==> config.mk <==
export PLATFORM = sky130hd
export DESIGN_NAME = bresenham_3axis_step_generator_flat
export DESIGN_NICKNAME = d
export VERILOG_FILES = /design/src/hw/rtl/bres3_pkg.sv /design/src/hw/rtl/bres3_cmd_if.sv /design/src/hw/rtl/bres3_step_if.sv /design/src/hw/rtl/bresenham_3axis_step_generator.sv /design/src/hw/rtl/bres3_core.sv /design/src/hw/rtl/bres3_skid.sv /design/src/flat_wrapper.sv
export SDC_FILE = /design/constraint.sdc
export NUM_CORES = 1
export LEC_CHECK = 0
export BUFFER_PORTS_ARGS = -buffer_cell sky130_fd_sc_hd__buf_4
export CAP_MARGIN = 25
export CORE_ASPECT_RATIO = 0.9
export CORE_MARGIN = 4
export CORE_UTILIZATION = 41
export CTS_CLUSTER_DIAMETER = 100
export DETAILED_ROUTE_END_ITERATION = 10
export HOLD_SLACK_MARGIN = 0.02
export PLACE_DENSITY = 0.63
export SETUP_SLACK_MARGIN = 0.4
export SLEW_MARGIN = 15
export SYNTH_ARGS = -nofsm -noshare
export SYNTH_HDL_FRONTEND = slang
export SYNTH_HIERARCHICAL = 1
export SYNTH_SLANG_ARGS = --single-unit
==> constraint.sdc <==
create_clock -name clk -period 10.33 [get_ports clk]
set_input_delay 1.033 -clock clk [delete_from_list [all_inputs] [get_ports clk]]
set_output_delay 1.033 -clock clk [all_outputs]
set_load 0.02 [all_outputs]
==> src/hw/rtl/bres3_pkg.sv <==
// ----------------------------------------------------------------------------
// bres3_pkg: shared types and codes for the three-axis line stepper
// Holds the operation codes, the axis code and the result record.
// ----------------------------------------------------------------------------
package bres3_pkg;

  // Operation codes of a command transaction
  localparam logic OP_LOAD = 1'b0;
  localparam logic OP_TICK = 1'b1;

  typedef enum logic [1:0] {
    AXIS_X = 2'd0,
    AXIS_Y = 2'd1,
    AXIS_Z = 2'd2
  } axis_t;

  typedef struct packed {
    logic [2:0] step;       // bit 0 = x, bit 1 = y, bit 2 = z
    logic [2:0] dir;        // bit 0 = x, bit 1 = y, bit 2 = z
    logic       move_done;
  } result_t;

endpackage

==> src/hw/rtl/bres3_cmd_if.sv <==
// ----------------------------------------------------------------------------
// bres3_cmd_if: command channel
// Carries load and tick transactions with valid/ready handshake.
// ----------------------------------------------------------------------------
interface bres3_cmd_if #(
  parameter int COORD_WIDTH = 16
);
  logic                          valid;
  logic                          ready;
  logic                          operation;
  logic signed [COORD_WIDTH-1:0] target_x;
  logic signed [COORD_WIDTH-1:0] target_y;
  logic signed [COORD_WIDTH-1:0] target_z;

  modport source (
    output valid, operation, target_x, target_y, target_z,
    input  ready
  );
  modport sink (
    input  valid, operation, target_x, target_y, target_z,
    output ready
  );
endinterface

==> src/hw/rtl/bres3_step_if.sv <==
// ----------------------------------------------------------------------------
// bres3_step_if: step result channel
// Carries step pulses, directions and the done flag with valid/ready.
// ----------------------------------------------------------------------------
interface bres3_step_if;
  logic valid;
  logic ready;
  logic step_x;
  logic step_y;
  logic step_z;
  logic dir_x;
  logic dir_y;
  logic dir_z;
  logic move_done;

  modport source (
    output valid, step_x, step_y, step_z, dir_x, dir_y, dir_z, move_done,
    input  ready
  );
  modport sink (
    input  valid, step_x, step_y, step_z, dir_x, dir_y, dir_z, move_done,
    output ready
  );
endinterface

==> src/hw/rtl/bresenham_3axis_step_generator.sv <==
// ----------------------------------------------------------------------------
// bresenham_3axis_step_generator: three-axis line step generator
// Loads a relative move and emits one set of step pulses per tick.
// ----------------------------------------------------------------------------
// Usage:
//   cmd  - command transactions. operation OP_LOAD takes target_x/y/z as a
//          signed relative move and replaces any move in progress; OP_TICK
//          advances one step on the major axis, plus each minor axis whose
//          error term is non-negative. A tick with no steps left is harmless.
//   step - exactly one result transaction per command: step pulses, the
//          directions of the current move, and move_done once no major steps
//          remain. A load reports no steps.
// An accepted command's result is captured in the output register. Throughput
// is one command per cycle while the skid entry is free: the whole update is a
// few adds and compares on the move state, finished in the accepting cycle.
// Reset clears the move state (idle, directions zero) and empties the output
// stages. When the receiver stalls, the skid entry absorbs one more result;
// cmd.ready drops only while both entries are full.
// ----------------------------------------------------------------------------
module bresenham_3axis_step_generator #(
  parameter int COORD_WIDTH = 16
) (
  input logic          clk,
  input logic          rst,
  bres3_cmd_if.sink    cmd,
  bres3_step_if.source step
);

  logic               accept;
  logic               can_push;
  bres3_pkg::result_t result;

  // Take a command whenever the skid entry is free
  assign cmd.ready = can_push;
  assign accept    = cmd.valid && can_push;

  // Move state and per-transaction update
  bres3_core #(
    .COORD_WIDTH(COORD_WIDTH)
  ) u_core (
    .clk      (clk),
    .rst      (rst),
    .accept   (accept),
    .operation(cmd.operation),
    .target_x (cmd.target_x),
    .target_y (cmd.target_y),
    .target_z (cmd.target_z),
    .result   (result)
  );

  // Output register plus skid stage
  bres3_skid u_skid (
    .clk      (clk),
    .rst      (rst),
    .push     (accept),
    .push_data(result),
    .can_push (can_push),
    .step     (step)
  );

endmodule

==> src/hw/rtl/bres3_core.sv <==
// ----------------------------------------------------------------------------
// bres3_core: move state and combinational step update
// Holds deltas, directions, major axis, remaining steps and error terms,
// and forms the result of each accepted transaction.
// ----------------------------------------------------------------------------
module bres3_core #(
  parameter int COORD_WIDTH = 16
) (
  input  logic                          clk,
  input  logic                          rst,
  input  logic                          accept,
  input  logic                          operation,
  input  logic signed [COORD_WIDTH-1:0] target_x,
  input  logic signed [COORD_WIDTH-1:0] target_y,
  input  logic signed [COORD_WIDTH-1:0] target_z,
  output bres3_pkg::result_t            result
);

  localparam int ERR_WIDTH = COORD_WIDTH + 3;

  logic [COORD_WIDTH-1:0]        delta_x, delta_y, delta_z;
  logic [COORD_WIDTH-1:0]        delta_x_next, delta_y_next, delta_z_next;
  logic [2:0]                    dir_bits, dir_bits_next;
  bres3_pkg::axis_t              major_axis, major_axis_next;
  logic [COORD_WIDTH-1:0]        steps_left, steps_left_next;
  logic signed [ERR_WIDTH-1:0]   err_first, err_first_next;
  logic signed [ERR_WIDTH-1:0]   err_second, err_second_next;

  logic [COORD_WIDTH-1:0]        ld_dx, ld_dy, ld_dz;
  logic [2:0]                    ld_dir;
  bres3_pkg::axis_t              ld_major;
  logic [COORD_WIDTH-1:0]        dmaj, d1, d2;
  logic signed [ERR_WIDTH-1:0]   ext_dmaj, two_dmaj, two_d1, two_d2;
  logic                          ge_first, ge_second;
  logic [2:0]                    step_vec;

  function automatic logic [COORD_WIDTH-1:0] mag(input logic [COORD_WIDTH-1:0] v);
    logic [COORD_WIDTH-1:0] neg;
    neg = ~v + {{(COORD_WIDTH-1){1'b0}}, 1'b1};
    return v[COORD_WIDTH-1] ? neg : v;
  endfunction

  function automatic logic is_pos(input logic [COORD_WIDTH-1:0] v);
    return !v[COORD_WIDTH-1] && (v != '0);
  endfunction

  // Decode a load: magnitudes, directions, major axis (x wins ties, then y)
  always_comb begin
    ld_dx  = mag(target_x);
    ld_dy  = mag(target_y);
    ld_dz  = mag(target_z);
    ld_dir = {is_pos(target_z), is_pos(target_y), is_pos(target_x)};
    if (ld_dx >= ld_dy && ld_dx >= ld_dz) begin
      ld_major = bres3_pkg::AXIS_X;
    end else if (ld_dy >= ld_dx && ld_dy >= ld_dz) begin
      ld_major = bres3_pkg::AXIS_Y;
    end else begin
      ld_major = bres3_pkg::AXIS_Z;
    end
  end

  always_comb begin
    delta_x_next    = delta_x;
    delta_y_next    = delta_y;
    delta_z_next    = delta_z;
    dir_bits_next   = dir_bits;
    major_axis_next = major_axis;
    if (accept && operation == bres3_pkg::OP_LOAD) begin
      delta_x_next    = ld_dx;
      delta_y_next    = ld_dy;
      delta_z_next    = ld_dz;
      dir_bits_next   = ld_dir;
      major_axis_next = ld_major;
    end

    // Route deltas by major axis
    unique case (major_axis_next)
      bres3_pkg::AXIS_Y: begin
        dmaj = delta_y_next; d1 = delta_x_next; d2 = delta_z_next;
      end
      bres3_pkg::AXIS_Z: begin
        dmaj = delta_z_next; d1 = delta_y_next; d2 = delta_x_next;
      end
      default: begin
        dmaj = delta_x_next; d1 = delta_y_next; d2 = delta_z_next;
      end
    endcase

    ext_dmaj  = {3'b000, dmaj};
    two_dmaj  = {2'b00, dmaj, 1'b0};
    two_d1    = {2'b00, d1, 1'b0};
    two_d2    = {2'b00, d2, 1'b0};
    ge_first  = !err_first[ERR_WIDTH-1];
    ge_second = !err_second[ERR_WIDTH-1];

    steps_left_next = steps_left;
    err_first_next  = err_first;
    err_second_next = err_second;
    step_vec        = 3'b000;

    if (accept) begin
      if (operation == bres3_pkg::OP_LOAD) begin
        steps_left_next = dmaj;
        err_first_next  = two_d1 - ext_dmaj;
        err_second_next = two_d2 - ext_dmaj;
      end else if (steps_left != '0) begin
        steps_left_next = steps_left - {{(COORD_WIDTH-1){1'b0}}, 1'b1};
        err_first_next  = ge_first  ? err_first - two_dmaj + two_d1 : err_first + two_d1;
        err_second_next = ge_second ? err_second - two_dmaj + two_d2 : err_second + two_d2;
        unique case (major_axis)
          bres3_pkg::AXIS_Y: step_vec = {ge_second, 1'b1, ge_first};
          bres3_pkg::AXIS_Z: step_vec = {1'b1, ge_first, ge_second};
          default:           step_vec = {ge_second, ge_first, 1'b1};
        endcase
      end
    end

    result.step      = step_vec;
    result.dir       = dir_bits_next;
    result.move_done = (steps_left_next == '0);
  end

  always_ff @(posedge clk) begin
    if (rst) begin
      delta_x    <= '0;
      delta_y    <= '0;
      delta_z    <= '0;
      dir_bits   <= '0;
      major_axis <= bres3_pkg::AXIS_X;
      steps_left <= '0;
      err_first  <= '0;
      err_second <= '0;
    end else begin
      delta_x    <= delta_x_next;
      delta_y    <= delta_y_next;
      delta_z    <= delta_z_next;
      dir_bits   <= dir_bits_next;
      major_axis <= major_axis_next;
      steps_left <= steps_left_next;
      err_first  <= err_first_next;
      err_second <= err_second_next;
    end
  end

endmodule

==> src/hw/rtl/bres3_skid.sv <==
// ----------------------------------------------------------------------------
// bres3_skid: two-entry output register with skid stage
// Registers results and decouples input ready from output ready.
// ----------------------------------------------------------------------------
module bres3_skid (
  input  logic               clk,
  input  logic               rst,
  input  logic               push,
  input  bres3_pkg::result_t push_data,
  output logic               can_push,
  bres3_step_if.source       step
);

  logic               out_valid;
  bres3_pkg::result_t out_data;
  logic               skid_valid;
  bres3_pkg::result_t skid_data;
  logic               drain;

  assign can_push = !skid_valid;
  assign drain    = !out_valid || step.ready;

  always_ff @(posedge clk) begin
    if (rst) begin
      out_valid  <= 1'b0;
      skid_valid <= 1'b0;
    end else if (drain) begin
      out_valid  <= skid_valid || push;
      skid_valid <= 1'b0;
    end else if (push) begin
      skid_valid <= 1'b1;
    end
  end

  // Payload: head takes skid first, else the new result; stalled head parks new one
  always_ff @(posedge clk) begin
    if (drain) begin
      out_data <= skid_valid ? skid_data : push_data;
    end else if (push) begin
      skid_data <= push_data;
    end
  end

  assign step.valid     = out_valid;
  assign step.step_x    = out_data.step[0];
  assign step.step_y    = out_data.step[1];
  assign step.step_z    = out_data.step[2];
  assign step.dir_x     = out_data.dir[0];
  assign step.dir_y     = out_data.dir[1];
  assign step.dir_z     = out_data.dir[2];
  assign step.move_done = out_data.move_done;

endmodule

==> src/flat_wrapper.sv <==
// flat-port wrapper written by rule: the top's interface ports become plain ports
module bresenham_3axis_step_generator_flat 
#(
  parameter int COORD_WIDTH = 16
)
  (clk, rst, cmd_valid, cmd_operation, cmd_target_x, cmd_target_y, cmd_target_z, cmd_ready, step_valid, step_step_x, step_step_y, step_step_z, step_dir_x, step_dir_y, step_dir_z, step_move_done, step_ready);
  bres3_cmd_if #(.COORD_WIDTH(COORD_WIDTH)) cmd_i ();
  bres3_step_if step_i ();
  input logic clk;
  input logic rst;
  input wire logic [$bits(cmd_i.valid)-1:0] cmd_valid;
  input wire logic [$bits(cmd_i.operation)-1:0] cmd_operation;
  input wire logic [$bits(cmd_i.target_x)-1:0] cmd_target_x;
  input wire logic [$bits(cmd_i.target_y)-1:0] cmd_target_y;
  input wire logic [$bits(cmd_i.target_z)-1:0] cmd_target_z;
  output wire logic [$bits(cmd_i.ready)-1:0] cmd_ready;
  output wire logic [$bits(step_i.valid)-1:0] step_valid;
  output wire logic [$bits(step_i.step_x)-1:0] step_step_x;
  output wire logic [$bits(step_i.step_y)-1:0] step_step_y;
  output wire logic [$bits(step_i.step_z)-1:0] step_step_z;
  output wire logic [$bits(step_i.dir_x)-1:0] step_dir_x;
  output wire logic [$bits(step_i.dir_y)-1:0] step_dir_y;
  output wire logic [$bits(step_i.dir_z)-1:0] step_dir_z;
  output wire logic [$bits(step_i.move_done)-1:0] step_move_done;
  input wire logic [$bits(step_i.ready)-1:0] step_ready;
  assign cmd_i.valid = cmd_valid;
  assign cmd_i.operation = cmd_operation;
  assign cmd_i.target_x = cmd_target_x;
  assign cmd_i.target_y = cmd_target_y;
  assign cmd_i.target_z = cmd_target_z;
  assign cmd_ready = cmd_i.ready;
  assign step_valid = step_i.valid;
  assign step_step_x = step_i.step_x;
  assign step_step_y = step_i.step_y;
  assign step_step_z = step_i.step_z;
  assign step_dir_x = step_i.dir_x;
  assign step_dir_y = step_i.dir_y;
  assign step_dir_z = step_i.dir_z;
  assign step_move_done = step_i.move_done;
  assign step_i.ready = step_ready;
  bresenham_3axis_step_generator #(.COORD_WIDTH(COORD_WIDTH)) u_core (.clk(clk), .rst(rst), .cmd(cmd_i), .step(step_i));
endmodule
==> impl_results.md, run 1 <==
- Gate Count Post-Synth: 1730
- GRT Total Usage: about a quarter
- Pin count of the biggest net entering global routing: 67
- FP Rows: 63
- Port Buffers: 61
- CP delay by family, top: compound AO/OA/AOI/OAI gates
- Synth cell types: 101
- Grt total ovfl: 0
- Leakage power: 6.738 nW
- Post CTS Setup Buffer Count: 0
- DIE WIDTH: 200.8 um
- Setup Crit Path Kind: in2reg
- Seq cells post-synth: 121
- DR WL met2: 19.82 mm
- Fin crit period: 8.835 ns
- DRT Wirelength: 46.37 mm
- Crit path launch type: input pin
- Detailed Place HPWL: 35.95 mm
- Clk sink count: 121
- Post-synth EDFFs: 14
- Mean Syn Cell Area: between 7 and 8 um2
- Inserted Clock Buffers: 17
- Largest stage delay on the critical path: around 0.63 ns
- GPL Wtd Cong: between 0.9 and 1
- Most frequent cells in the layout: nor2_1, ha_1, inv_1
- Initial Utilization: between 40% and 50%
- Max-Cap Viols: 0
- Clock Skews: 0.01132 ns
- Yosys top cell area share: 15.62%
- Ports: 62
- Pins Over Slew Limit: 0
- Number of global-route vias before repair: 12360
- Hold-fix buffers, CTS: 0
- Post-Syn Nets: roughly 2000
- Worst path depth: 30
- CTS root buffer: clkbuf_16
- Logic pwr share: 70.3%
- TritonCTS clock tree: done
- Met1 wire length: 22.05 mm
- Ratio of cells with drive above 1 in the final layout: a little over a tenth
- Worst Hold Class: reg2reg
- Setup TNS: 0 ns
- Max IR drop VDD: 141.9 uV
- Hold_sp: u_core/u_core/err_first[1]
- Status: completed
- Commonest non-fill, non-tap cell in the layout: nor2_1
- Crit path DAT: roughly 9.2 ns
- Hold Violations, Final: 0
- Top FF cell, synth: dfxtp_1
- Sw power: about 2.2 mW
- Sequential cell area fraction in the yosys report: 18.69%
- Hold endpoint: u_core/u_core/err_first[1]
- First-pass GRT wire length: slightly above 70 mm
- Vias: 13491
- Antenna violations before repair: 1
- CP max stage cell: xor2_1
- Detailed Route Iter0 Violations: 1585
- Rel. slew slack: between 30% and 40%
- Critical Path RT: 10.68 ns
- R2R Setup Slk: ~3.4 ns
- Worst R2R End: u_core/u_core/err_second[17]
- Die ar.: ~36000 um2
- Crit path buf inv count: 6
- Mapped Area: ~14000 um2
- Clock Latency Late Sink: 0.44 ns
- P&R area growth vs syn: 12.00%
- Sw frac: between 40% and 50%
- R2r startpoint: u_core/u_skid/skid_valid
- Core Region: 32950 um2
- Int Power: 2.224 mW
- DRC errors left: 0
- Clk slew on worst S/H paths: 0.07 ns
- WL/cell: approximately 21 um
- Wire length on met3: 3.757 mm
- Final setup viols: 0
- Uppermost layer routed: met5
- Yosys warnings: 6
- First drt pass iteration count: 6
- CP Max Fanout: 29
- Reg2reg path depth: 23
- Final Net Count: 2017
- Vias per inst: 6.093
- Cell taking the most area after synthesis: dfxtp_1
- Antenna Nets Post-Route: 0
- Post-synth ARST share: 0%
- Top cells by area, synth: dfxtp_1, ha_1, fa_1
- H-tree levels: 4
- Die Y: 181.5 um
- Max Clk Rate: between 0.1 and 0.15 GHz
- Tcrit/Tclk final: 85.52%
- Worst-Margin Slew: 1.018 ns
- Register share of total power: between 10% and 20%
- Power per cell area: between 200 and 300 nW/um2
- Worst Hold Depth: 2
- Post-CTS sizing: 0
- Endpoint type of the worst setup path: flop
- Final WS setup: between 1 and 1.5 ns
- RSZ-0062 raised after global routing: false
- Dpl ws: roughly 1.2 ns
- Clk buf depth: 2
- Clock network fraction of total power: 15.3%
-- sequential cells by signal (all words and copies together), names as in the netlist, 2 cells and up --
signal,count
u_core/u_core/err_first,18
u_core/u_core/err_second,18
u_core/u_core/delta_x,16
u_core/u_core/delta_y,16
u_core/u_core/delta_z,16
u_core/u_core/steps_left,16
u_core/u_skid/skid_data,7
u_core/u_core/dir_bits,3
u_core/u_core/major_axis,2
-- layout make-up --
type	instances	area [um2]
diodes	1	2.502
clock buffers	17	425.4
clock inverters	15	206.4
fillers	3224	17590
inverters	137	514.2
multi-input cells	1405	10400
flip-flops and latches	121	2562
well taps	422	528.0
repair buffers	96	720.7
-- per-stage QoR --
step | utilization (%) | hold WS (ns) | cell area [um2] | cells | power (mW)
after global placement | 44.66 | 0.4635 | 14720 | 2180 | 3.576
after CTS | 46.61 | 0.4915 | 15360 | 2213 | 4.314
final | 46.61 | 0.4956 | 15360 | 2214 | 4.374
after detailed placement | 44.69 | 0.4774 | 14720 | 2181 | 3.619
after floorplan | - | 0.4536 | 13710 | 1730 | 2.913
after global routing | 46.61 | 0.5233 | 15360 | 2213 | 4.724
-- power groups by stage --
stage / combinational (mW) / sequential (mW) / clock [mW]
after global placement: 2.94 / 0.635 / 0
final: 3.08 / 0.628 / 0.669
after CTS: 3.01 / 0.627 / 0.677
after floorplan: 2.29 / 0.625 / 0
after detailed placement: 2.98 / 0.637 / 0
after global routing: 3.39 / 0.639 / 0.695
-- per-layer routing --
metal	vias up	track usage (%)
met3	56	4.536
met1	6479	36.41
li1	6417	-
met2	537	37.06
met5	-	0
met4	2	5.615
-- tightest hold or removal path: stages, from the launching register on --
cell	delay [ns]
dfxtp_1	0.33
nand2_1	0.06
a21oi_1	0.05
-- Yosys cell counts (15+ instances only) --
library cell	count
o211ai_1	23
and2_1	24
o21a_1	28
inv_1	134
clkbuf_1	51
o21ai_0	114
nand3_1	23
xnor2_1	65
fa_1	38
mux2i_1	33
or3_1	16
nor2b_1	15
nand2_1	127
nand2b_1	18
nand4_1	15
nor3_1	43
a31oi_1	19
ha_1	148
a21oi_1	117
dfxtp_1	107
o31ai_1	19
a21o_1	43
a211oi_1	35
xor2_1	45
nor2_1	168
-- cell families (layout without fill, tap and decap cells) --
| group | Yosys count | count (layout) | share of synthesized area, % |
|---|---|---|---|
| other | 0 | 1 | 0 |
| multiplexers | 46 | 46 | 3.686 |
| AO/OA/AOI/OAI | 553 | 553 | 27.69 |
| AND/OR/NAND/NOR | 507 | 507 | 17.82 |
| XOR/XNOR | 112 | 112 | 7.263 |
| flip-flops | 121 | 121 | 18.69 |
| buffers and inverters | 204 | 265 | 5.730 |
| adder cells (fa/ha/maj) | 187 | 187 | 19.12 |
-- worst max-delay path by stage --
stage	start	slack (ns)	endpoint
finish	cmd_target_x[0]	1.50	u_core/u_core/err_second[17]
global route	cmd_target_y[0]	1.08	u_core/u_core/err_second[17]
CTS	cmd_target_x[0]	1.65	u_core/u_core/err_second[17]
detailed placement	cmd_target_x[0]	1.19	u_core/u_core/err_second[17]
global placement	cmd_target_y[0]	1.41	u_core/u_core/err_second[17]
floorplan	cmd_target_y[0]	2.08	u_core/u_core/err_first[18]
No activity file was read; power rests on OpenSTA's default activity.
==> inputs of run 2 (changes only) <==
Settings changed: CORE_MARGIN 4 to 3.
==> impl_results.md, run 2 (synthesized netlist as in run 1, its figures left out) <==
- Endpoint type of the worst setup path: flop (unchanged)
- Worst-Margin Slew: 0.9793 ns (was 1.018 ns)
- Worst Hold Class: reg2reg (unchanged)
- Top flop regs: u_core/u_core/err_first: 18 flops, u_core/u_core/err_second: 18 flops (unchanged)
- Crit path buf inv count: 5 (was 6)
- Commonest non-fill, non-tap cell in the layout: nor2_1 (unchanged)
- Post-CTS sizing: 0 (unchanged)
- Clk slew on worst S/H paths: 0.06 ns (was 0.07 ns)
- Clock Latency Late Sink: 0.44 ns (about the same)
- Hold Violations, Final: 0 (unchanged)
- Grt total ovfl: 0 (unchanged)
- P&R area growth vs syn: 10.93% (was 12.00%)
- Fin crit period: 8.967 ns (was 8.835 ns)
- Tot Pwr: 4.264 mW (was 4.374 mW)
- Core Region: 32430 um2 (was 32950 um2)
- Max-Cap Viols: 0 (unchanged)
- Rel. slew slack: 34.02% (was 31.39%)
- Reg2reg path depth: 25 (was 23)
- Vias: 13286 (was 13491)
- FP Rows: 62 (was 63)
- Ports: 62 (unchanged)
- Final setup viols: 0 (unchanged)
- Finished Layout Cells: 2199 (was 2214)
- Worst Hold Depth: 2 (unchanged)
- Inserted Clock Buffers: 17 (unchanged)
- Cell area after layout: 15210 um2 (was 15360 um2)
- Detailed Place HPWL: 35.17 mm (was 35.95 mm)
- H-tree levels: 4 (unchanged)
- GPL Wtd Cong: 0.9230 (was 0.9612)
- Clk buf depth: 2 (unchanged)
- Die ar.: 35680 um2 (was 36440 um2)
- Most frequent cells in the layout: nor2_1, ha_1, inv_1 (unchanged)
- Number of global-route vias before repair: 12394 (was 12360)
- Hold_ws: 0.4897 ns (was 0.4956 ns)
- Register share of total power: 14.8% (was 14.3%)
- GR Util met3: 4.661% (was 4.536%)
- Pin count of the biggest net entering global routing: 66 (was 67)
- RSZ-0062 raised after global routing: false (unchanged)
- Initial Utilization: 42.29% (was 41.62%)
- Vias per inst: 6.042 (was 6.093)
- Antenna violations before repair: 1 (unchanged)
- Clock network fraction of total power: 13.9% (was 15.3%)
- CP delay by family, top: compound AO/OA/AOI/OAI gates (unchanged)
- CP max stage cell: or4_1 (was xor2_1)
- Area post-placement: 14650 um2 (was 14720 um2)
- Tcrit/Tclk final: 86.80% (was 85.52%)
- Status: completed (unchanged)
- First-pass GRT wire length: 70.51 mm (was 71.33 mm)
- Logic pwr share: 71.3% (was 70.3%)
- Setup TNS: 0 ns (unchanged)
- Clock Skews: 0.01318 ns (was 0.01132 ns)
- Fill cells: 3257 (was 3224)
- Max Clk Rate: 0.1115 GHz (was 0.1132 GHz)
- CP Max Fanout: 22 (was 29)
- Ratio of cells with drive above 1 in the final layout: 10.10% (was 10.72%)
- DRT Wirelength: 45.22 mm (was 46.37 mm)
- DRC errors left: 0 (unchanged)
- WL/cell: 20.56 um (was 20.94 um)
- Crit path DAT: 9.31 ns (was 9.19 ns)
- First drt pass iteration count: 5 (was 6)
- Max IR drop VDD: 167.6 uV (was 141.9 uV)
- Sw power: 2.090 mW (was 2.150 mW)
- Hold-fix buffers, CTS: 0 (unchanged)
- Leakage power: 6.653 nW (was 6.738 nW)
- DIE WIDTH: 198.8 um (was 200.8 um)
- Final Net Count: 2008 (was 2017)
- Die Y: 179.5 um (was 181.5 um)
- Power per cell area: 280.3 nW/um2 (was 284.8 nW/um2)
- Placed cell count: 2166 (was 2181)
- Pins Over Slew Limit: 0 (unchanged)
- Post CTS Setup Buffer Count: 0 (unchanged)
- Largest stage delay on the critical path: 0.62 ns (was 0.63 ns)
- Crit path launch type: input pin (unchanged)
- Setup Crit Path Kind: in2reg (unchanged)
- Sw frac: 49.01% (was 49.16%)
- TritonCTS clock tree: done (unchanged)
- Antenna Nets Post-Route: 0 (unchanged)
- GR Layer Usage met2: 37.54% (was 37.06%)
- Clk sink count: 121 (unchanged)
- GRT Total Usage: 24.95% (was 24.56%)
- Critical Path RT: 10.67 ns (was 10.68 ns)
- Worst path depth: 32 (was 30)
- Int Power: 2.174 mW (was 2.224 mW)
- GR Util met1: 36.94% (was 36.41%)
- Port Buffers: 61 (unchanged)
- Detailed Route Iter0 Violations: 1220 (was 1585)
- CTS root buffer: clkbuf_16 (unchanged)
- GRT Max-Usage Layer: met2 (unchanged)
[run 2: changes by cell type in the layout (fill, tap and decap cells not counted), sizes merged]
| cell | previous run | this run |
|---|---|---|
| buf | 96 | 87 |
| inv | 144 | 136 |
| clkinv | 4 | 9 |
| clkinvlp | 1 | 4 |
| bufinv | 3 | 2 |
| clkbuf | 17 | 18 |
[run 2: power by group through the flow]
stage	clock (mW)	combinational, mW	sequential [mW]
floorplan	0	2.29	0.625
global placement	0	2.93	0.639
detailed placement	0	2.97	0.639
finish	0.592	3.04	0.632
global route	0.621	3.38	0.642
CTS	0.600	2.99	0.630
[run 2: area by class of cell]
type	instances	area, um2	area share [%]
clock inverters	14	131.4	0.8636
inverters	137	514.2	3.380
multi-input cells	1405	10400	68.36
well taps	416	520.5	3.422
repair buffers	87	653.1	4.293
diodes	1	2.502	0.01645
clock buffers	18	429.2	2.821
flip-flops and latches	121	2562	16.84
[run 2: final timing paths]
| kind | startpoint | to | slack, ns |
|---|---|---|---|
| setup / recovery | cmd_target_x[7] | u_core/u_core/err_second[17] | 1.36 |
| hold / removal | u_core/u_core/err_first[1] | u_core/u_core/err_first[1] | 0.49 |
| setup reg to reg | u_core/u_skid/skid_valid | u_core/u_core/err_second[17] | 3.39 |
| hold reg to reg | u_core/u_core/err_first[1] | u_core/u_core/err_first[1] | 0.49 |
[run 2: stage by stage]
| stage | utilization [%] | setup slack [ns] |
|---|---|---|
| 2_1_floorplan | - | 2.080 |
| 3_3_place_gp | 45.18 | 1.272 |
| 3_5_place_dp | 45.18 | 0.9900 |
| 4_1_cts | 46.91 | 1.471 |
| 5_1_grt | 46.91 | 0.9132 |
| 6_report | 46.91 | 1.363 |
[run 2: metal layers]
layer  up-vias  routed length, um
met3        55               3476
li1       6399                  -
met1      6349              21530
met4         2                694
met2       481              19510
met5         -                  8
[run 2: worst min-delay path: cells and delay by family, from the launching register on]
family | cells | cell delay, ns
compound gates | 1 | 0.06
flops | 1 | 0.33
simple gates | 1 | 0.06
